--- src/rtl/gtc_pkg.sv ---
// Shared constants, types, microcode program and month tables for the GPS time to calendar core.
package gtc_pkg;

	// fixed field widths and defaults
	localparam int WEEK_BITS_DEF = 13;
	localparam int TOW_W         = 30;
	localparam int YEAR_W        = 12;
	localparam int EPOCH_YEAR    = 1980;

	// millisecond constants, sized to the working remainder
	localparam logic [TOW_W-1:0] MS_PER_DAY  = TOW_W'(86400000);
	localparam logic [TOW_W-1:0] MS_PER_HOUR = TOW_W'(3600000);
	localparam logic [TOW_W-1:0] MS_PER_MIN  = TOW_W'(60000);
	localparam logic [TOW_W-1:0] MS_PER_SEC  = TOW_W'(1000);

	// GPS day 0 is the sixth day of the epoch year
	localparam int EPOCH_DAY_OFFSET = 5;

	// year residues kept alongside the year counter for the leap rule
	localparam logic [1:0] EPOCH_MOD4   = 2'(EPOCH_YEAR % 4);
	localparam logic [6:0] EPOCH_MOD100 = 7'(EPOCH_YEAR % 100);
	localparam logic [8:0] EPOCH_MOD400 = 9'(EPOCH_YEAR % 400);

	// datapath operations, one per control word
	typedef enum logic [3:0] {
		OP_SUB_DAY,
		OP_SAVE_DAYMS,
		OP_SUB_HOUR,
		OP_SUB_MIN,
		OP_SAVE_SEC,
		OP_SUB_SEC,
		OP_SNAP,
		OP_CARRY_SEC,
		OP_CARRY_MIN,
		OP_CARRY_HOUR,
		OP_SUB_YEAR,
		OP_SUB_MONTH,
		OP_EMIT
	} gtc_op_t;

	typedef logic [3:0] step_t;

	// program addresses
	localparam step_t ST_DAY     = 4'd0;
	localparam step_t ST_DAYMS   = 4'd1;
	localparam step_t ST_HOUR    = 4'd2;
	localparam step_t ST_MIN     = 4'd3;
	localparam step_t ST_SAVESEC = 4'd4;
	localparam step_t ST_SEC     = 4'd5;
	localparam step_t ST_SNAP    = 4'd6;
	localparam step_t ST_CSEC    = 4'd7;
	localparam step_t ST_CMIN    = 4'd8;
	localparam step_t ST_CHOUR   = 4'd9;
	localparam step_t ST_YEAR    = 4'd10;
	localparam step_t ST_MONTH   = 4'd11;
	localparam step_t ST_EMIT    = 4'd12;

	// control word: operation, next step when the test holds, next step otherwise
	typedef struct packed {
		gtc_op_t op;
		step_t   jmp_t;
		step_t   jmp_f;
	} ucode_t;

	// sequencer to datapath
	typedef struct packed {
		logic    busy;
		gtc_op_t op;
	} ctl_t;

	function automatic ucode_t ucode(input step_t s);
		ucode_t w;
		case (s)
			ST_DAY:     w = '{OP_SUB_DAY,    ST_DAY,     ST_DAYMS};
			ST_DAYMS:   w = '{OP_SAVE_DAYMS, ST_HOUR,    ST_HOUR};
			ST_HOUR:    w = '{OP_SUB_HOUR,   ST_HOUR,    ST_MIN};
			ST_MIN:     w = '{OP_SUB_MIN,    ST_MIN,     ST_SAVESEC};
			ST_SAVESEC: w = '{OP_SAVE_SEC,   ST_SEC,     ST_SEC};
			ST_SEC:     w = '{OP_SUB_SEC,    ST_SEC,     ST_SNAP};
			ST_SNAP:    w = '{OP_SNAP,       ST_CSEC,    ST_CSEC};
			ST_CSEC:    w = '{OP_CARRY_SEC,  ST_CMIN,    ST_CMIN};
			ST_CMIN:    w = '{OP_CARRY_MIN,  ST_CHOUR,   ST_CHOUR};
			ST_CHOUR:   w = '{OP_CARRY_HOUR, ST_YEAR,    ST_YEAR};
			ST_YEAR:    w = '{OP_SUB_YEAR,   ST_YEAR,    ST_MONTH};
			ST_MONTH:   w = '{OP_SUB_MONTH,  ST_MONTH,   ST_EMIT};
			ST_EMIT:    w = '{OP_EMIT,       ST_DAY,     ST_DAY};
			default:    w = '{OP_EMIT,       ST_DAY,     ST_DAY};
		endcase
		return w;
	endfunction

	// first day of month (0-based index, 12 = year length)
	function automatic logic [8:0] month_start(input logic leap, input logic [3:0] idx);
		logic [8:0] v;
		case (idx)
			4'd0:    v = 9'd0;
			4'd1:    v = 9'd31;
			4'd2:    v = leap ? 9'd60  : 9'd59;
			4'd3:    v = leap ? 9'd91  : 9'd90;
			4'd4:    v = leap ? 9'd121 : 9'd120;
			4'd5:    v = leap ? 9'd152 : 9'd151;
			4'd6:    v = leap ? 9'd182 : 9'd181;
			4'd7:    v = leap ? 9'd213 : 9'd212;
			4'd8:    v = leap ? 9'd244 : 9'd243;
			4'd9:    v = leap ? 9'd274 : 9'd273;
			4'd10:   v = leap ? 9'd305 : 9'd304;
			4'd11:   v = leap ? 9'd335 : 9'd334;
			4'd12:   v = leap ? 9'd366 : 9'd365;
			default: v = 9'd0;
		endcase
		return v;
	endfunction

endpackage

--- src/rtl/gtc_seq.sv ---
// Microcode sequencer: step counter, program table lookup and conditional jumps.
module gtc_seq
	import gtc_pkg::*;
(
	input  logic clk,
	input  logic arst_n,
	input  logic go,
	input  logic cond,
	output ctl_t ctl
);

	logic   busy_q, busy_d;
	step_t  step_q, step_d;
	ucode_t word;

	assign word = ucode(step_q);
	assign ctl  = '{busy: busy_q, op: word.op};

	always_comb begin
		busy_d = busy_q;
		step_d = step_q;
		if (!busy_q) begin
			if (go) begin
				busy_d = 1'b1;
				step_d = ST_DAY;
			end
		end else if (word.op == OP_EMIT) begin
			busy_d = 1'b0;
			step_d = ST_DAY;
		end else begin
			step_d = cond ? word.jmp_t : word.jmp_f;
		end
	end

	always_ff @(posedge clk or negedge arst_n) begin
		if (!arst_n) begin
			busy_q <= 1'b0;
			step_q <= ST_DAY;
		end else begin
			busy_q <= busy_d;
			step_q <= step_d;
		end
	end

endmodule

--- src/rtl/gps_time_to_calendar_core.sv ---
// Top level: GPS week and time of week to calendar date and time of day.
// Sequence: whole days, hours, minutes and seconds are peeled off by subtraction, the seconds
// field is snapped and carried, years are walked from 1980 and months stepped, then the emit
// step issues the result and done follows it, registered.
// Throughput: one word at a time, busy from accept until the result word is issued.
// The year walk takes one year per cycle. done pulses one cycle, no stall.
// Reset clears the sequencer and the done strobe; the datapath registers are not reset.
module gps_time_to_calendar_core
	import gtc_pkg::*;
#(
	parameter int WEEK_BITS = WEEK_BITS_DEF
) (
	input  logic                 clk,
	input  logic                 arst_n,
	input  logic                 start,
	output logic                 busy,
	input  logic [WEEK_BITS-1:0] gps_week,
	input  logic [TOW_W-1:0]     tow_ms,
	output logic                 done,
	output logic [YEAR_W-1:0]    cal_year,
	output logic [3:0]           cal_month,
	output logic [4:0]           cal_day,
	output logic [4:0]           cal_hour,
	output logic [5:0]           cal_minute,
	output logic [15:0]          second_ms,
	output logic [26:0]          day_ms
);

	// day count: week*7 + a few days from tow + offset stays below 2^(WEEK_BITS+4)
	localparam int DAY_BITS = WEEK_BITS + 4;

	ctl_t ctl;
	logic go;
	logic cond;

	// datapath registers
	logic [TOW_W-1:0]    rem_q;    // remainder being peeled
	logic [DAY_BITS-1:0] days_q;   // day count, then day of year
	logic [26:0]         dayms_q;  // ms into day, unsnapped
	logic [15:0]         sec_q;    // ms into minute
	logic [4:0]          hour_q;
	logic [5:0]          min_q;
	logic [YEAR_W-1:0]   year_q;
	logic [1:0]          y4_q;     // year mod 4
	logic [6:0]          y100_q;   // year mod 100
	logic [8:0]          y400_q;   // year mod 400
	logic [3:0]          month_q;
	logic [4:0]          dom_q;
	logic                done_q;

	logic          leap;
	logic [8:0]    ylen;
	logic [8:0]    mstart;
	logic [8:0]    mprev;
	logic [9:0]    frac;

	assign go   = start & ~ctl.busy;
	assign busy = ctl.busy;

	// Gregorian rule from the running residues
	assign leap   = (y4_q == 2'd0) && ((y100_q != 7'd0) || (y400_q == 9'd0));
	assign ylen   = leap ? 9'd366 : 9'd365;
	assign mstart = month_start(leap, month_q);
	assign mprev  = month_start(leap, month_q - 4'd1);
	assign frac   = rem_q[9:0];

	gtc_seq u_seq (
		.clk    (clk),
		.arst_n (arst_n),
		.go     (go),
		.cond   (cond),
		.ctl    (ctl)
	);

	// jump test for the current control word
	always_comb begin
		case (ctl.op)
			OP_SUB_DAY:    cond = rem_q >= MS_PER_DAY;
			OP_SUB_HOUR:   cond = rem_q >= MS_PER_HOUR;
			OP_SUB_MIN:    cond = rem_q >= MS_PER_MIN;
			OP_SUB_SEC:    cond = rem_q >= MS_PER_SEC;
			OP_CARRY_SEC:  cond = sec_q == 16'(MS_PER_MIN);
			OP_CARRY_MIN:  cond = min_q == 6'd60;
			OP_CARRY_HOUR: cond = hour_q == 5'd24;
			OP_SUB_YEAR:   cond = days_q >= DAY_BITS'(ylen);
			OP_SUB_MONTH:  cond = (month_q < 4'd12) && (days_q >= DAY_BITS'(mstart));
			default:       cond = 1'b1;
		endcase
	end

	always_ff @(posedge clk) begin
		if (go) begin
			rem_q   <= tow_ms;
			days_q  <= DAY_BITS'({1'b0, gps_week, 3'b000}) - DAY_BITS'(gps_week)
			           + DAY_BITS'(EPOCH_DAY_OFFSET);
			hour_q  <= 5'd0;
			min_q   <= 6'd0;
			year_q  <= YEAR_W'(EPOCH_YEAR);
			y4_q    <= EPOCH_MOD4;
			y100_q  <= EPOCH_MOD100;
			y400_q  <= EPOCH_MOD400;
			month_q <= 4'd1;
		end else if (ctl.busy) begin
			case (ctl.op)
				OP_SUB_DAY: begin
					if (cond) begin
						rem_q  <= rem_q - MS_PER_DAY;
						days_q <= days_q + DAY_BITS'(1);
					end
				end
				OP_SAVE_DAYMS: dayms_q <= rem_q[26:0];
				OP_SUB_HOUR: begin
					if (cond) begin
						rem_q  <= rem_q - MS_PER_HOUR;
						hour_q <= hour_q + 5'd1;
					end
				end
				OP_SUB_MIN: begin
					if (cond) begin
						rem_q <= rem_q - MS_PER_MIN;
						min_q <= min_q + 6'd1;
					end
				end
				OP_SAVE_SEC: sec_q <= rem_q[15:0];
				OP_SUB_SEC: begin
					if (cond) rem_q <= rem_q - MS_PER_SEC;
				end
				OP_SNAP: begin
					// within 10 ms of a whole second: snap to it
					if (frac < 10'd10) sec_q <= sec_q - 16'(frac);
					else if (frac > 10'd990) sec_q <= sec_q + 16'(10'd1000 - frac);
				end
				OP_CARRY_SEC: begin
					if (cond) begin
						sec_q <= 16'd0;
						min_q <= min_q + 6'd1;
					end
				end
				OP_CARRY_MIN: begin
					if (cond) begin
						min_q  <= 6'd0;
						hour_q <= hour_q + 5'd1;
					end
				end
				OP_CARRY_HOUR: begin
					if (cond) begin
						hour_q <= 5'd0;
						days_q <= days_q + DAY_BITS'(1);
					end
				end
				OP_SUB_YEAR: begin
					if (cond) begin
						days_q <= days_q - DAY_BITS'(ylen);
						year_q <= year_q + YEAR_W'(1);
						y4_q   <= y4_q + 2'd1;
						y100_q <= (y100_q == 7'd99) ? 7'd0 : y100_q + 7'd1;
						y400_q <= (y400_q == 9'd399) ? 9'd0 : y400_q + 9'd1;
					end
				end
				OP_SUB_MONTH: begin
					if (cond) month_q <= month_q + 4'd1;
				end
				OP_EMIT: dom_q <= 5'(days_q[8:0] - mprev + 9'd1);
				default: ;
			endcase
		end
	end

	// result strobe follows the emit step
	always_ff @(posedge clk or negedge arst_n) begin
		if (!arst_n) begin
			done_q <= 1'b0;
		end else begin
			done_q <= ctl.busy && (ctl.op == OP_EMIT);
		end
	end

	assign done       = done_q;
	assign cal_year   = year_q;
	assign cal_month  = month_q;
	assign cal_day    = dom_q;
	assign cal_hour   = hour_q;
	assign cal_minute = min_q;
	assign second_ms  = sec_q;
	assign day_ms     = dayms_q;

endmodule
--- config.mk ---
export PLATFORM = sky130hd
export DESIGN_NAME = gps_time_to_calendar_core
export DESIGN_NICKNAME = d
export VERILOG_FILES = /design/src/rtl/gtc_pkg.sv /design/src/rtl/gtc_seq.sv /design/src/rtl/gps_time_to_calendar_core.sv
export SDC_FILE = /design/constraint.sdc
export NUM_CORES = 1
export LEC_CHECK = 0
export BUFFER_PORTS_ARGS = -buffer_cell sky130_fd_sc_hd__buf_2
export CORE_MARGIN = 3
export CORE_UTILIZATION = 23
export CTS_CLUSTER_SIZE = 24
export DETAILED_ROUTE_END_ITERATION = 8
export HOLD_SLACK_MARGIN = 0.15
export PLACE_DENSITY = 0.49
export SLEW_MARGIN = 20
export SYNTH_ARGS = -nofsm -noshare
export SYNTH_HDL_FRONTEND = slang
export SYNTH_HIERARCHICAL = 1
export SYNTH_SLANG_ARGS = --single-unit
--- constraint.sdc ---
create_clock -name clk -period 10.9 [get_ports clk]
set_clock_uncertainty 0.15 [all_clocks]
set_input_delay 0 -clock clk [delete_from_list [all_inputs] [get_ports clk]]
set_output_delay 0 -clock clk [all_outputs]
set_load 0.01 [all_outputs]
# Word level (Yosys, flattened, before mapping)
# Memories as Yosys holds them, arrays and structs flattened.
# Index checks and enable logic that the tools add are counted.
[classes]
n_lt_le_gt_ge = 9
add_sub_neg = 21
reduce_logical = 26
n_mux = 45
eq_ne = 53
bitwise_logic = 3
[ops]
columns = ["op", "n"]
rows = [
  ["$mux 30", 6],
  ["$pmux 30 s4", 1],
  ["$pmux 9 s12", 1],
  ["$mux 17", 4],
  ["$eq 4x4->1 const B", 15],
  ["$pmux 5 s12", 1],
  ["$eq 4x3->1 const B", 12],
  ["$mux 16", 3],
  ["$pmux 16 s3", 1],
  ["$ge 17x9->1", 2],
  ["$pmux 17 s2", 1],
  ["$ge 30x10->1 const B", 1],
  ["$ge 30x16->1 const B", 1],
  ["$ge 30x22->1 const B", 1],
  ["$ge 30x27->1 const B", 1],
  ["$sub 30x10->30 const B", 1],
  ["$sub 30x16->30 const B", 1],
  ["$sub 30x22->30 const B", 1],
  ["$sub 30x27->30 const B", 1],
  ["$eq 4x2->1 const B", 6],
  ["$mux 4", 5],
  ["$add 17x1->17 const B", 1],
  ["$add 17x3->17 const B", 1],
  ["$sub 16x13->17", 1],
  ["other kinds (52)", 88],
]
[totals]
memories = 1
romBits = 192
reg_bits = 146
output_inout_bits = 77
[memory_table]
columns = ["memory", "words", "width", "read_ports", "rd_ports_with_merged_regs", "write_ports", "line", "rtl"]
rows = [
  ["(name not given)", 16, 12, 1, 0, 0, "gtc_pkg.sv:73", "case (s)"],
]

# Logic depth before layout (Yosys ltp)
# Gate-level depths: netlist of the first run.
[logic_depth]
ltp_word = 12
depth_mapped = 21
ltp_nobuf = 20

# By module
# The synthesis of the first run kept the hierarchy.
[modules_own_cells]
columns = ["module", "cells_each", "area_per_inst_um2", "n_inst"]
rows = [
  ["gps_time_to_calendar_core", 1402, 11643.7, 1],
  ["gtc_seq", 46, 391.6, 1],
]

# Worst setup path before layout of the first run
# No wires, ideal clock.
[synth_path]
path_type = "reg2reg"
start = "register y400_q[3]"
end = "register rem_q[10] (enable)"
slack_ps = 5789
path_stages_with_launch = 15
setup_time_ps = 428
arrival_time_ps = 4533
synth_period_minus_slack_ps = 5111
path_buffers = 2
path_cell_list = "dfxtp_1 -> nor4_1 -> nand3_1 -> a41oi_1 -> clkbuf_1 -> mux2i_1 -> a221oi_1 -> ha_1 -> nand4_1 -> a21oi_1 -> o21ai_0 -> and4_4 -> a31o_2 -> clkbuf_1 -> o31ai_1"
[synth_between]
elab_chain_cells = 10
elab_cells_between_ends = 24
cone_classes = "2 x order compare; 4 x eq/ne; 13 x mux; 5 x reduce/logical"
[synth_lines]
columns = ["item", "line", "rtl"]
rows = [
  ["start: declaration", "gps_time_to_calendar_core.sv:46", "logic [8:0] y400_q;"],
  ["start signal: assignment", "gps_time_to_calendar_core.sv:157", "y400_q <= (y400_q == 9'd399) ? 9'd0 : y400_q + 9'd1;"],
  ["$logic_not 9->1 *", "gps_time_to_calendar_core.sv:61", "assign leap = (y4_q == 2'd0) && ((y100_q != 7'd0) || (y400_q == 9'd0));"],
  ["$logic_or 1x1->1 *", "gps_time_to_calendar_core.sv:61", ""],
  ["$logic_and 1x1->1 *", "gps_time_to_calendar_core.sv:61", ""],
  ["$mux 2 (tied with other cells)", "n/a", ""],
  ["$pmux 9 s12", "gtc_pkg.sv:95", "case (idx)"],
  ["$ge 17x9->1", "gps_time_to_calendar_core.sv:86", "OP_SUB_MONTH: cond = (month_q < 4'd12) && (days_q >= DAY_BITS'(mstart));"],
  ["$logic_and 1x1->1", "gps_time_to_calendar_core.sv:86", ""],
  ["$pmux 1 s9 *", "gps_time_to_calendar_core.sv:77", "case (ctl.op)"],
  ["$ne 3x2->1 (no source line)", "n/a", ""],
  ["$reduce_and 6->1 (no source line) *", "n/a", ""],
  ["end signal: assignment", "gps_time_to_calendar_core.sv:93", "rem_q <= tow_ms;"],
  ["end signal: assignment", "gps_time_to_calendar_core.sv:107", "rem_q <= rem_q - MS_PER_DAY;"],
  ["end signal: assignment", "gps_time_to_calendar_core.sv:114", "rem_q <= rem_q - MS_PER_HOUR;"],
  ["end: declaration", "gps_time_to_calendar_core.sv:37", "logic [TOW_W-1:0] rem_q;"],
]
# Mark *: on every way between the ends. The rest lies on a longest branch, timed or not.
# A chain may end at the register's enable or synchronous reset.

==> results.sh, run 1 <==
export IMPL_status="finished clean"
export IMPL_ir_drop_uv=183
export IMPL_drv_cap=0
export IMPL_ant_nets=0
export IMPL_startpoint_type="flip-flop"
export IMPL_final_layout_size_suffix_gt1_share_pct=12.5
export IMPL_finalSetupTns_ns=0
export IMPL_critPathArrivalTime_ns=4.86
export IMPL_syn_area_um2=12000
export IMPL_wl_um=40300
export IMPL_clkTransAtPathRegs_ns=0.07
export IMPL_path_common_cell="nand2_1"
export IMPL_die_h_um=235
export IMPL_cp_end_kind="flip-flop"
export IMPL_regArea_um2=3900
export IMPL_finalInstanceArea_um2=14500
export IMPL_netlist_instances=1448
export IMPL_cts_hold_fix_buffers=52
export IMPL_overflow=0
export IMPL_ctsResizeCount=0
export IMPL_diodes=0
export IMPL_path_cells="a21oi_1 > buf_4 > nand2_1 > nor3_4 > nand2_1 > or4_1 > and4_4 > a31o_2 > o31ai_4 > buf_8"
export IMPL_cts_tree="yes"
export IMPL_grt_max_degree=74
export IMPL_power_density_nw_per_um2=289
export IMPL_hold_viol_final=0
export IMPL_clock_path_buffers=2
export IMPL_fin_crit_ns=4.86
export IMPL_synth_flop_cell="edfxtp_1"
export IMPL_clkLatencyLatePin_ns=0.46
export IMPL_critPathKind="reg -> reg"
export IMPL_r2r_start="u_seq/step_q[3]$_DFFE_PN0P_"
export IMPL_core_um2=51500
export IMPL_synth_nets=1578
export IMPL_r2r_end="rem_q[19]$_DFFE_PP_"
export IMPL_dp_hpwl_um=29100
export IMPL_yosysWarnings=6
export IMPL_hold_path_end="rem_q[1]$_DFFE_PP_"
export IMPL_dpl_instance_area_um2=13300
export IMPL_io_buffers=122
export IMPL_routabilityCongestion=0.837
export IMPL_rsz0062_at_grt="no"
export IMPL_die_area_um2=55100
export IMPL_seq_area_frac_synth_pct=32.4
export IMPL_async_reset_ff_share_pct=4.11
export IMPL_hold_path_class="in -> reg"
export IMPL_setup_viol=0
export IMPL_worst_slew_pin_slew_ns=1.08
export IMPL_critPathSlowestCell="nor3_4"
export IMPL_p_leak_nw=5.46
export IMPL_ys_ff_latch=146
export IMPL_row_count=83
export IMPL_cts_made_buffers=17
export IMPL_synth_edff_count=95
export IMPL_start_util_pct=23.4
export IMPL_critPathTopFamily="simple AND/OR/NAND/NOR gates"
export IMPL_crit_buf_inv=2
export IMPL_holdWs_ns=0.217
export IMPL_crit_fanout=27
export IMPL_num_vias=11500
export IMPL_grt_pass1_vias=11400
export IMPL_r2r_cells=10
export IMPL_fmax_mhz=206
export IMPL_multi_input_area_um2=7530
export IMPL_die_x_um=235
export IMPL_grt_pass1_wl_um=63500
export IMPL_slew_headroom_pct=28.0
export IMPL_drt_initial_drc_count=795
export IMPL_vias_per_cell=5.10
export IMPL_area_delta_synth_final_pct=20.4
export IMPL_holdPathStages=3
export IMPL_grt_usage_pct=14.2
export IMPL_drtPass1Iterations=6
export IMPL_htreeDepth=4
export IMPL_pin_count=123
export IMPL_fin_crit_sh_pct=44.6
export IMPL_drcViolationCount=0
export IMPL_cp_data_required_time_ns=10.90
export IMPL_postCtsSetupBuffers=0
export IMPL_synth_area_per_cell_um2=8.31
export IMPL_synth_cell_types=83
export IMPL_r2r_setup_slack_ns=6.04
export IMPL_cts_sinks=146
export IMPL_finalMaxSlewViolations=0
export IMPL_clk_root_buffer_cell="clkbuf_16"
export IMPL_wl_per_cell_um=17.8
export IMPL_layout_nets=1699
export IMPL_fill_cells=5613
export IMPL_critPathMaxStageDelay_ns=0.84
export IMPL_min_from="tow_ms[1]"
export IMPL_antenna_found_initial=0
## registers in the layout, summed over array words and instances (netlist names), 6 cells and up
signal      count
y100_q          7
second_ms      16
cal_minute      6
cal_year       12
y400_q          9
day_ms         27
days_q         17
rem_q          30
## kinds of logic after synthesis
group,Yosys count,synth area share [%]
AND/OR/NAND/NOR,517,21.3
AO/OA/AOI/OAI,421,23.2
buffers and inverters,165,5.48
flip-flops,146,32.4
XOR/XNOR,92,6.70
adder cells (fa/ha/maj),86,9.09
multiplexers,21,1.75
## cells in the final DEF (no fill, tap or decap), drive strengths merged, types with 52 or more instances in the layout
cell type    instances
nor2               143
o21ai               77
nand2              119
edfxtp              95
a21oi              112
buf                140
ha                  81
dlygate4sd3         52
xnor2               72
inv                 77
## stage by stage
step | cells | setup slack [ns] | power, W | util (%)
after detailed placement | 2178 | 6.12 | 0.00349 | 25.9
after global placement | 2177 | 5.91 | 0.00345 | 25.8
after floorplan | 1448 | 5.79 | 0.00283 | -
final | 2262 | 6.04 | 0.00419 | 28.1
after CTS | 2262 | 6.09 | 0.00421 | 28.1
after global routing | 2262 | 5.76 | 0.00455 | 28.1
## cells in the mapped netlist (all sizes together) (10+ instances only)
master,instances,area (µm²)
a211oi,23,173
a21oi,112,561
a221oi,11,96.3
a22o,12,105
a31oi,28,175
and2,12,75.1
and3,19,124
and4,10,90.1
buf,17,103
clkbuf,73,275
dfxtp,45,901
edfxtp,95,2850
ha,81,1010
inv,73,274
mux2i,21,210
nand2,119,447
nand2b,17,109
nand3,43,215
nand4,20,125
nor2,143,537
nor2b,15,93.8
nor3,51,255
nor4,14,87.6
o211ai,11,82.6
o21a,12,90.1
o21ai,77,385
o22ai,14,87.6
o31ai,28,210
o41ai,10,95.1
or3,10,62.6
or4,15,116
xnor2,72,631
xor2,20,175
## metal layers
layer / part of all wire [%] / vias up / GRT usage [%]
met4: 2.3 / 0 / 4.34
met3: 5.5 / 55 / 3.50
met5: 0 / - / 0
met1: 44 / 5540 / 17.9
met2: 48 / 300 / 24.0
li1: - / 5632 / -
## final cells by class
class | count | area share (%)
Multi-Input combinational cell | 1137 | 52.0
Sequential cell | 146 | 26.9
Timing Repair Buffer | 192 | 8.79
Tap cell | 680 | 5.87
Clock buffer | 21 | 3.55
Inverter | 75 | 1.94
Clock inverter | 11 | 0.933
## power by group
| group | internal (W) | total (W) | switching, W |
|---|---|---|---|
| logic | 0.000923 | 0.00233 | 0.00141 |
| registers | 0.000882 | 0.00120 | 0.000322 |
| clock network | 0.000389 | 0.000659 | 0.000270 |
## worst max-delay path by stage
stage / from / endpoint / slack (ns) / depth (start not counted)
floorplan: y400_q[3]$_SDFFE_PP1P_ / rem_q[10]$_DFFE_PP_ / 5.79 / 14
global placement: u_seq/step_q[3]$_DFFE_PN0P_ / rem_q[16]$_DFFE_PP_ / 5.91 / 9
detailed placement: u_seq/step_q[3]$_DFFE_PN0P_ / rem_q[16]$_DFFE_PP_ / 6.12 / 10
CTS: u_seq/step_q[3]$_DFFE_PN0P_ / rem_q[16]$_DFFE_PP_ / 6.09 / 10
global route: u_seq/step_q[3]$_DFFE_PN0P_ / rem_q[16]$_DFFE_PP_ / 5.76 / 10
finish: u_seq/step_q[3]$_DFFE_PN0P_ / rem_q[19]$_DFFE_PP_ / 6.04 / 10
## worst min-delay path, stage by stage
cell and delay (ns):
dlygate4sd3_1 0.52, buf_2 0.09, and2_1 0.10
(Power assumes the default switching activity.)
==> inputs of run 2 (changes only) <==
--- a/config.mk
+++ b/config.mk
@@ -5,13 +5,14 @@
 export SDC_FILE = /design/constraint.sdc
 export NUM_CORES = 1
 export LEC_CHECK = 0
+export ABC_AREA = 1
 export BUFFER_PORTS_ARGS = -buffer_cell sky130_fd_sc_hd__buf_2
 export CORE_MARGIN = 3
 export CORE_UTILIZATION = 23
 export CTS_CLUSTER_SIZE = 24
 export DETAILED_ROUTE_END_ITERATION = 8
 export HOLD_SLACK_MARGIN = 0.15
-export PLACE_DENSITY = 0.49
+export PLACE_DENSITY = 0.5
 export SLEW_MARGIN = 20
 export SYNTH_ARGS = -nofsm -noshare
 export SYNTH_HDL_FRONTEND = slang
==> constraint.sdc (replaced) <==
create_clock -name clk -period 4.1 [get_ports clk]
set_clock_uncertainty 0.15 [all_clocks]
set_input_delay 0 -clock clk [delete_from_list [all_inputs] [get_ports clk]]
set_output_delay 0 -clock clk [all_outputs]
set_load 0.01 [all_outputs]
==> run 2 against run 1 <==
Net effect:
- utilization up 0.27 points
- global-route usage is 0.80 points higher
- via count grew 18%
- power increased to 2.9 times the previous value
- synthesized cell count is 33% higher
- non-clock buffer count up 20
- synthesized area rose by 7.6%
- cell area is 8.6% higher
- largest cell class unchanged
==> results.sh, run 2 <==
export IMPL_vias_per_cell=4.74
export IMPL_drv_cap=0
export IMPL_regArea_um2=3910
export IMPL_drt_initial_drc_count=1194
export IMPL_finalSetupTns_ns=0
export IMPL_diodes=0
export IMPL_grt_max_degree=64
export IMPL_area_delta_synth_final_pct=21.5
export IMPL_multi_input_area_um2=7930
export IMPL_finalMaxSlewViolations=0
export IMPL_hold_path_class="in -> reg"
export IMPL_routabilityCongestion=0.899
export IMPL_cts_made_buffers=17
export IMPL_ys_ff_latch=146
export IMPL_synth_area_per_cell_um2=6.71
export IMPL_final_layout_size_suffix_gt1_share_pct=12.0
export IMPL_grt_pass1_wl_um=71900
export IMPL_synth_flop_cell="edfxtp_1"
export IMPL_wl_per_cell_um=15.7
export IMPL_start_util_pct=23.4
export IMPL_path_common_cell="nand2_1"
export IMPL_cts_sinks=146
export IMPL_internal_power_w=0.00595
export IMPL_dpl_instance_area_um2=14500
export IMPL_final_core_util_pct=28.4
export IMPL_final_common_cell="nand2_1"
export IMPL_async_reset_ff_share_pct=4.11
export IMPL_fin_crit_ns=3.75
export IMPL_final_cell_mix="nand2_1, nor2_1, inv_1"
export IMPL_dp_hpwl_um=33600
export IMPL_path_depth=18
export IMPL_wl_met3_um=2310
export IMPL_layout_nets=2234
export IMPL_setup_viol=0
export IMPL_yosysWarnings=6
export IMPL_swShare_pct=51.4
export IMPL_p_leak_nw=6.95
export IMPL_synthMuxAreaShare_pct=0.0773
export IMPL_clkTransAtPathRegs_ns=0.08
export IMPL_hold_viol_final=0
export IMPL_antenna_found_initial=0
export IMPL_grt_usage_pct=15.0
export IMPL_worst_slack_ns=0.351
export IMPL_synth_largest_area_cell="edfxtp_1"
export IMPL_drcViolationCount=0
export IMPL_combPwrFrac_pct=60.2
export IMPL_cts_tree="yes"
export IMPL_fmax_mhz=267
export IMPL_synth_cell_types=54
export IMPL_synthTopCellsByArea="edfxtp_1, nand2_1, ha_1"
export IMPL_crit_buf_inv=4
export IMPL_status="finished clean"
export IMPL_r2r_cells=18
export IMPL_fin_crit_sh_pct=91.4
export IMPL_largest_reg_flops=30
export IMPL_synth_nets=2059
export IMPL_cp_data_required_time_ns=4.16
export IMPL_finalInstanceArea_um2=15700
export IMPL_power_frac_seq_pct=26.4
export IMPL_seq_area_frac_synth_pct=30.1
export IMPL_fill_cells=6050
export IMPL_wl_met2_um=21700
export IMPL_htreeDepth=4
export IMPL_drtPass1Iterations=7
export IMPL_critPathArrivalTime_ns=3.81
export IMPL_synthAdderAreaFrac_pct=8.29
export IMPL_slew_headroom_pct=38.4
export IMPL_overflow=0
export IMPL_synthTopCellsByCount="nand2_1, nor2_1, inv_1"
export IMPL_grt_pass1_vias=13300
export IMPL_critPathMaxStageDelay_ns=0.55
export IMPL_p_sw_w=0.00629
export IMPL_clock_path_buffers=2
export IMPL_die_h_um=243
export IMPL_top_layer_used="met4"
export IMPL_top_register="rem_q"
export IMPL_num_vias=13600
export IMPL_synth_compound_area_share_pct=13.6
export IMPL_startpoint_type="flip-flop"
export IMPL_synth_edff_count=95
export IMPL_cp_end_kind="flip-flop"
export IMPL_netlist_instances=1929
export IMPL_pin_count=123
export IMPL_synthSimpleGateAreaFrac_pct=34.5
export IMPL_synth_xor_area_share_pct=4.13
export IMPL_clk_root_buffer_cell="clkbuf_16"
export IMPL_post_synth_top_area_fraction_pct=22.0
export IMPL_worst_slew_pin_slew_ns=0.914
export IMPL_path_cells="inv_1 > ha_1 > inv_1 > nor4_1 > nand2_1 > nand4_1 > nand2_1 > buf_4 > ha_1 > fa_1 > or2_2 > nand2_1 > nand3_1 > nand4_1 > o22ai_1 > o21ai_1 > o21ai_0 > dlygate4sd3_1"
export IMPL_synth_top_family_by_area="simple AND/OR/NAND/NOR gates"
export IMPL_critPathSlowestCell="dlygate4sd3_1"
export IMPL_synth_most_common_cell="nand2_1"
export IMPL_holdPathStages=4
export IMPL_row_count=86
export IMPL_dp_slack_ns=0.287
export IMPL_rsz0062_at_grt="no"
export IMPL_wl_um=44800
export IMPL_io_buffers=122
export IMPL_clkLatencyLatePin_ns=0.47
export IMPL_core_um2=55400
export IMPL_power_density_nw_per_um2=778
export IMPL_power_w=0.0122
export IMPL_critPathKind="reg -> reg"
export IMPL_ir_drop_uv=536
export IMPL_syn_area_um2=12900
export IMPL_die_area_um2=59200
export IMPL_p_clk_share_pct=13.4
export IMPL_wl_met1_um=20100
export IMPL_crit_fanout=9
export IMPL_ant_nets=0
export IMPL_critPathTopFamily="simple AND/OR/NAND/NOR gates"
export IMPL_die_x_um=243
[run 2: cell count changes in the layout (fill, tap and decap cells not counted), sizes merged, moves of 20 or more]
cell,delta
nand2,+331
nand3,+122
nor2,+125
a211oi,-21
xor2,+27
mux2i,-20
o21ai,+59
inv,+160
xnor2,-58
nand4,+52
o31ai,-22
a31oi,-20
[run 2: area by class of cell]
| type | instances | area share, % |
|---|---|---|
| tap | 748 | 5.95 |
| sequential | 146 | 24.8 |
| clock inverter | 9 | 0.588 |
| clock buffer | 22 | 3.22 |
| inverter | 238 | 5.73 |
| timing repair buffer | 212 | 9.29 |
| multi-input combinational | 1489 | 50.4 |
[run 2: per-stage QoR]
step,hold WS (ns),std cells
floorplan,-0.446,1929
global placement,-0.311,2772
detailed placement,-0.311,2772
CTS,0.153,2858
global route,0.221,2864
finish,0.160,2864
[run 2: repair_timing]
| item | 4_1_cts | 5_1_grt |
|---|---|---|
| resized for setup | 0 | 11 |
| hold buffers | 55 | 0 |
| buffers inserted | 0 | 3 |
| hold endpoints to repair | 53 | 0 |
| setup endpoints to repair | 0 | 71 |
[run 2: logic make-up (layout without fill, tap and decap cells)]
group	count (synthesis)	in the layout
AOI/OAI and AO/OA	320	320
xor gates and xnor gates	61	61
adders and majority gates	84	84
buffers and inverters	297	481
DFF	146	146
muxes	1	1
and+or+nand+nor	1020	1023
[run 2: worst reg2reg max path, delay by kind of cell, from the launching register on]
family | cells | cell delay (ns)
buffers and inverters | 4 | 0.87
AND/OR/NAND/NOR | 8 | 1.04
adder cells (fa/ha/maj) | 3 | 0.77
AO/OA/AOI/OAI | 3 | 0.32
flip-flops | 1 | 0.34
[run 2: power groups by stage]
stage                     Combinational (W)  Clock, W  Sequential (W)
after floorplan                     0.00514         0         0.00303
after global placement              0.00709         0         0.00324
after detailed placement            0.00715         0         0.00325
after CTS                           0.00731   0.00170         0.00322
after global routing                0.00839   0.00175         0.00332
final                               0.00737   0.00164         0.00323
[run 2: worst paths after layout]
path	from	slack, ns	to
setup / recovery	y400_q[0]$_SDFFE_PP0P_	0.35	days_q[14]$_DFFE_PP_
setup reg to reg	y400_q[0]$_SDFFE_PP0P_	0.35	days_q[14]$_DFFE_PP_
max in group asynchronous	arst_n	3.18	u_seq/busy_q$_DFF_PN0_
min in group asynchronous	arst_n	0.35	u_seq/step_q[2]$_DFFE_PN0P_
hold reg to reg	cal_year[4]$_SDFFE_PP1P_	0.33	cal_year[4]$_SDFFE_PP1P_
hold / removal	start	0.16	rem_q[12]$_DFFE_PP_
[run 2: routing by layer]
layer | vias up | global-route usage [%]
met5 | - | 0
met1 | 6294 | 19.3
li1 | 6864 | -
met3 | 38 | 2.92
met2 | 370 | 25.6
met4 | 0 | 4.48
==> inputs of run 3 (changes only) <==
--- a/config.mk
+++ b/config.mk
@@ -6,15 +6,14 @@
 export NUM_CORES = 1
 export LEC_CHECK = 0
 export ABC_AREA = 1
-export BUFFER_PORTS_ARGS = -buffer_cell sky130_fd_sc_hd__buf_2
 export CORE_MARGIN = 3
 export CORE_UTILIZATION = 23
 export CTS_CLUSTER_SIZE = 24
 export DETAILED_ROUTE_END_ITERATION = 8
+export DONT_BUFFER_PORTS = 1
 export HOLD_SLACK_MARGIN = 0.15
-export PLACE_DENSITY = 0.5
+export PLACE_DENSITY = 0.48
 export SLEW_MARGIN = 20
 export SYNTH_ARGS = -nofsm -noshare
 export SYNTH_HDL_FRONTEND = slang
-export SYNTH_HIERARCHICAL = 1
 export SYNTH_SLANG_ARGS = --single-unit
==> constraint.sdc (replaced) <==
create_clock -name clk -period 3.3 [get_ports clk]
set_clock_uncertainty 0.15 [all_clocks]
set_input_delay 0 -clock clk [delete_from_list [all_inputs] [get_ports clk]]
set_output_delay 0 -clock clk [all_outputs]
set_load 0.01 [all_outputs]
==> run 3 against run 2 <==
Net effect:
- the run now ends with negative setup slack left
- routed wire length is 6.2% higher
- sequential power rose by 26%
- synthesized cell count is 3.0% lower
- register-to-register slack worse by 0.65 ns
- clock power rose by 17%
- count of clock-buffer cells in the layout decreased by 1
- worst setup slack worse by 0.65 ns
- first-iteration DRC count decreased by 21%
- maximum frequency grew 4.0%
- sequential share of layout area down 2.0 points
- combinational power grew 74%
- cell count fell by 0.73%
- critical path type unchanged
==> results.sh, run 3 <==
export IMPL_grt_pass1_wl_um=73400
export IMPL_synth_most_common_cell="nand2_1"
export IMPL_path_cells="buf_4 > ha_1 > inv_1 > nor2_1 > nand3b_1 > a2111oi_4 > ha_1 > nand2_1 > nand2_1 > nand2_1 > nand3_2 > nand2_2 > nand3_2 > nand2_2 > nand3_2 > nor2_4 > nand3_4 > nor2_4 > o21ai_2 > nand2_2 > buf_6 > nor2_4 > buf_12"
export IMPL_core_um2=54100
export IMPL_cts_tree="yes"
export IMPL_finalSetupTns_ns=-16.69
export IMPL_fin_crit_ns=3.60
export IMPL_seq_area_frac_synth_pct=30.8
export IMPL_synth_edff_count=95
export IMPL_slew_headroom_pct=38.2
export IMPL_drt_initial_drc_count=944
export IMPL_top_register="rem_q"
export IMPL_area_delta_synth_final_pct=35.3
export IMPL_fill_cells=5816
export IMPL_die_x_um=241
export IMPL_status="finished with violations"
export IMPL_synthTopCellsByCount="nand2_1, inv_1, nor2_1"
export IMPL_dp_hpwl_um=35200
export IMPL_critPathSlowestCell="dfxtp_2"
export IMPL_largest_reg_flops=30
export IMPL_finalMaxSlewViolations=0
export IMPL_r2r_cells=23
export IMPL_final_common_cell="nand2_1"
export IMPL_hold_path_class="in -> reg"
export IMPL_failed_checks="negative setup slack"
export IMPL_htreeDepth=4
export IMPL_cp_end_kind="flip-flop"
export IMPL_swShare_pct=48.7
export IMPL_synth_area_per_cell_um2=6.77
export IMPL_clkTransAtPathRegs_ns=0.07
export IMPL_power_density_nw_per_um2=1100
export IMPL_num_vias=13800
export IMPL_drv_cap=0
export IMPL_clk_root_buffer_cell="clkbuf_16"
export IMPL_die_h_um=241
export IMPL_drcViolationCount=0
export IMPL_internal_power_w=0.00965
export IMPL_synth_cell_types=62
export IMPL_synth_largest_area_cell="edfxtp_1"
export IMPL_cts_sinks=146
export IMPL_combPwrFrac_pct=68.2
export IMPL_antenna_found_initial=1
export IMPL_holdPathStages=3
export IMPL_synth_flop_cell="edfxtp_1"
export IMPL_ant_nets=0
export IMPL_layout_nets=2261
export IMPL_final_cell_mix="nand2_1, buf_4, inv_1"
export IMPL_grt_pass1_vias=13400
export IMPL_clkLatencyLatePin_ns=0.47
export IMPL_worst_slack_ns=-0.304
export IMPL_fin_crit_sh_pct=109
export IMPL_final_layout_size_suffix_gt1_share_pct=22.1
export IMPL_die_area_um2=57900
export IMPL_cts_made_buffers=17
export IMPL_holdWs_ns=0.216
export IMPL_synthTopCellsByArea="edfxtp_1, nand2_1, ha_1"
export IMPL_ys_ff_latch=146
export IMPL_vias_per_cell=4.85
export IMPL_io_buffers=0
export IMPL_fmax_mhz=277
export IMPL_netlist_instances=1871
export IMPL_ir_drop_uv=689
export IMPL_critPathKind="reg -> reg"
export IMPL_critPathMaxStageDelay_ns=0.34
export IMPL_yosysWarnings=0
export IMPL_routabilityCongestion=0.894
export IMPL_p_leak_nw=7.40
export IMPL_pin_count=123
export IMPL_row_count=85
export IMPL_drtPass1Iterations=6
export IMPL_setup_viol=75
export IMPL_p_clk_share_pct=10.2
export IMPL_p_sw_w=0.00917
export IMPL_wl_per_cell_um=16.8
export IMPL_overflow=0
export IMPL_syn_area_um2=12700
export IMPL_cp_data_required_time_ns=3.37
export IMPL_critPathArrivalTime_ns=3.68
export IMPL_start_util_pct=23.4
export IMPL_worst_slew_pin_slew_ns=0.925
export IMPL_crit_fanout=10
export IMPL_startpoint_type="flip-flop"
export IMPL_grt_usage_pct=16.2
export IMPL_wl_um=47600
export IMPL_async_reset_ff_share_pct=4.11
export IMPL_post_synth_top_area_fraction_pct=22.5
export IMPL_power_frac_seq_pct=21.6
export IMPL_rsz0062_at_grt="yes"
export IMPL_synth_nets=2000
export IMPL_clock_path_buffers=2
export IMPL_grt_max_degree=72
export IMPL_hold_viol_final=0
## run 3: worst paths after layout
path	end	slack, ns	startpoint
setup reg to reg	rem_q[10]$_DFFE_PP_	-0.30	cal_month[0]$_SDFFE_PP1P_
max in group asynchronous	u_seq.step_q[0]$_DFFE_PN0P_	2.38	arst_n
min in group asynchronous	done$_DFF_PN0_	0.30	arst_n
setup / recovery	rem_q[10]$_DFFE_PP_	-0.30	cal_month[0]$_SDFFE_PP1P_
hold reg to reg	y100_q[1]$_SDFFE_PP0P_	0.34	y100_q[1]$_SDFFE_PP0P_
hold / removal	rem_q[10]$_DFFE_PP_	0.22	tow_ms[10]
## run 3: repair_timing
action,CTS,global route
pin swaps,25,66
hold endpoints to repair,102,0
hold buffers,64,0
setup endpoints to repair,83,123
gates cloned,5,1
resized for setup,61,154
buffers inserted,22,22
## run 3: cells by family (layout without fill, tap and decap cells)
group	after synthesis	after routing	share of synthesized area, %
simple gates	910	911	31.3
compound gates	385	385	17.1
buf+inv	306	579	9.60
flops	146	146	30.8
fa+ha+maj	83	83	8.38
xor+xnor	41	41	2.84
other cells	0	2	0
## run 3: critical path, delay by kind of cell (launching register included)
kind / cells / cell delay (ns)
buffers and inverters: 4 / 0.49
AOI/OAI and AO/OA: 2 / 0.38
adders and majority gates: 2 / 0.55
DFF: 1 / 0.34
and+or+nand+nor: 15 / 1.45
## run 3: area by class of cell
type	instances	area (µm²)	share of cell area (%)
Clock buffer	21	473	2.76
Timing Repair inverter	2	17.5	0.102
Multi-Input combinational cell	1420	8220	48.0
Tap cell	696	871	5.09
Sequential cell	146	3910	22.8
Clock inverter	11	78.8	0.460
Timing Repair Buffer	295	2590	15.1
Antenna cell	2	5.00	0.0292
Inverter	250	961	5.61
## run 3: per-stage QoR
stage	worst slack, ns	util, %	power [W]	area, µm²	instances
final	-0.304	31.6	0.0188	17100	2843
after global routing	-0.568	31.6	0.0205	17100	2841
after CTS	-0.272	30.3	0.0178	16400	2823
after detailed placement	-0.593	27.2	0.0144	14700	2700
after global placement	-0.504	27.2	0.0143	14700	2700
after floorplan	-0.140	-	0.0105	12700	1871
## run 3: power groups by stage
stage               Sequential (W)  Combinational [W]  Clock, W
floorplan                  0.00385            0.00666         0
global placement           0.00409             0.0102         0
detailed placement         0.00411             0.0103         0
CTS                        0.00407             0.0118   0.00199
global route               0.00418             0.0143   0.00204
finish                     0.00407             0.0128   0.00192
## run 3: routing by layer
metal | wire length (µm) | global-route usage [%]
met5 | 0 | 0
met4 | 692 | 4.10
met3 | 2300 | 3.05
met2 | 23600 | 28.6
met1 | 21100 | 20.3
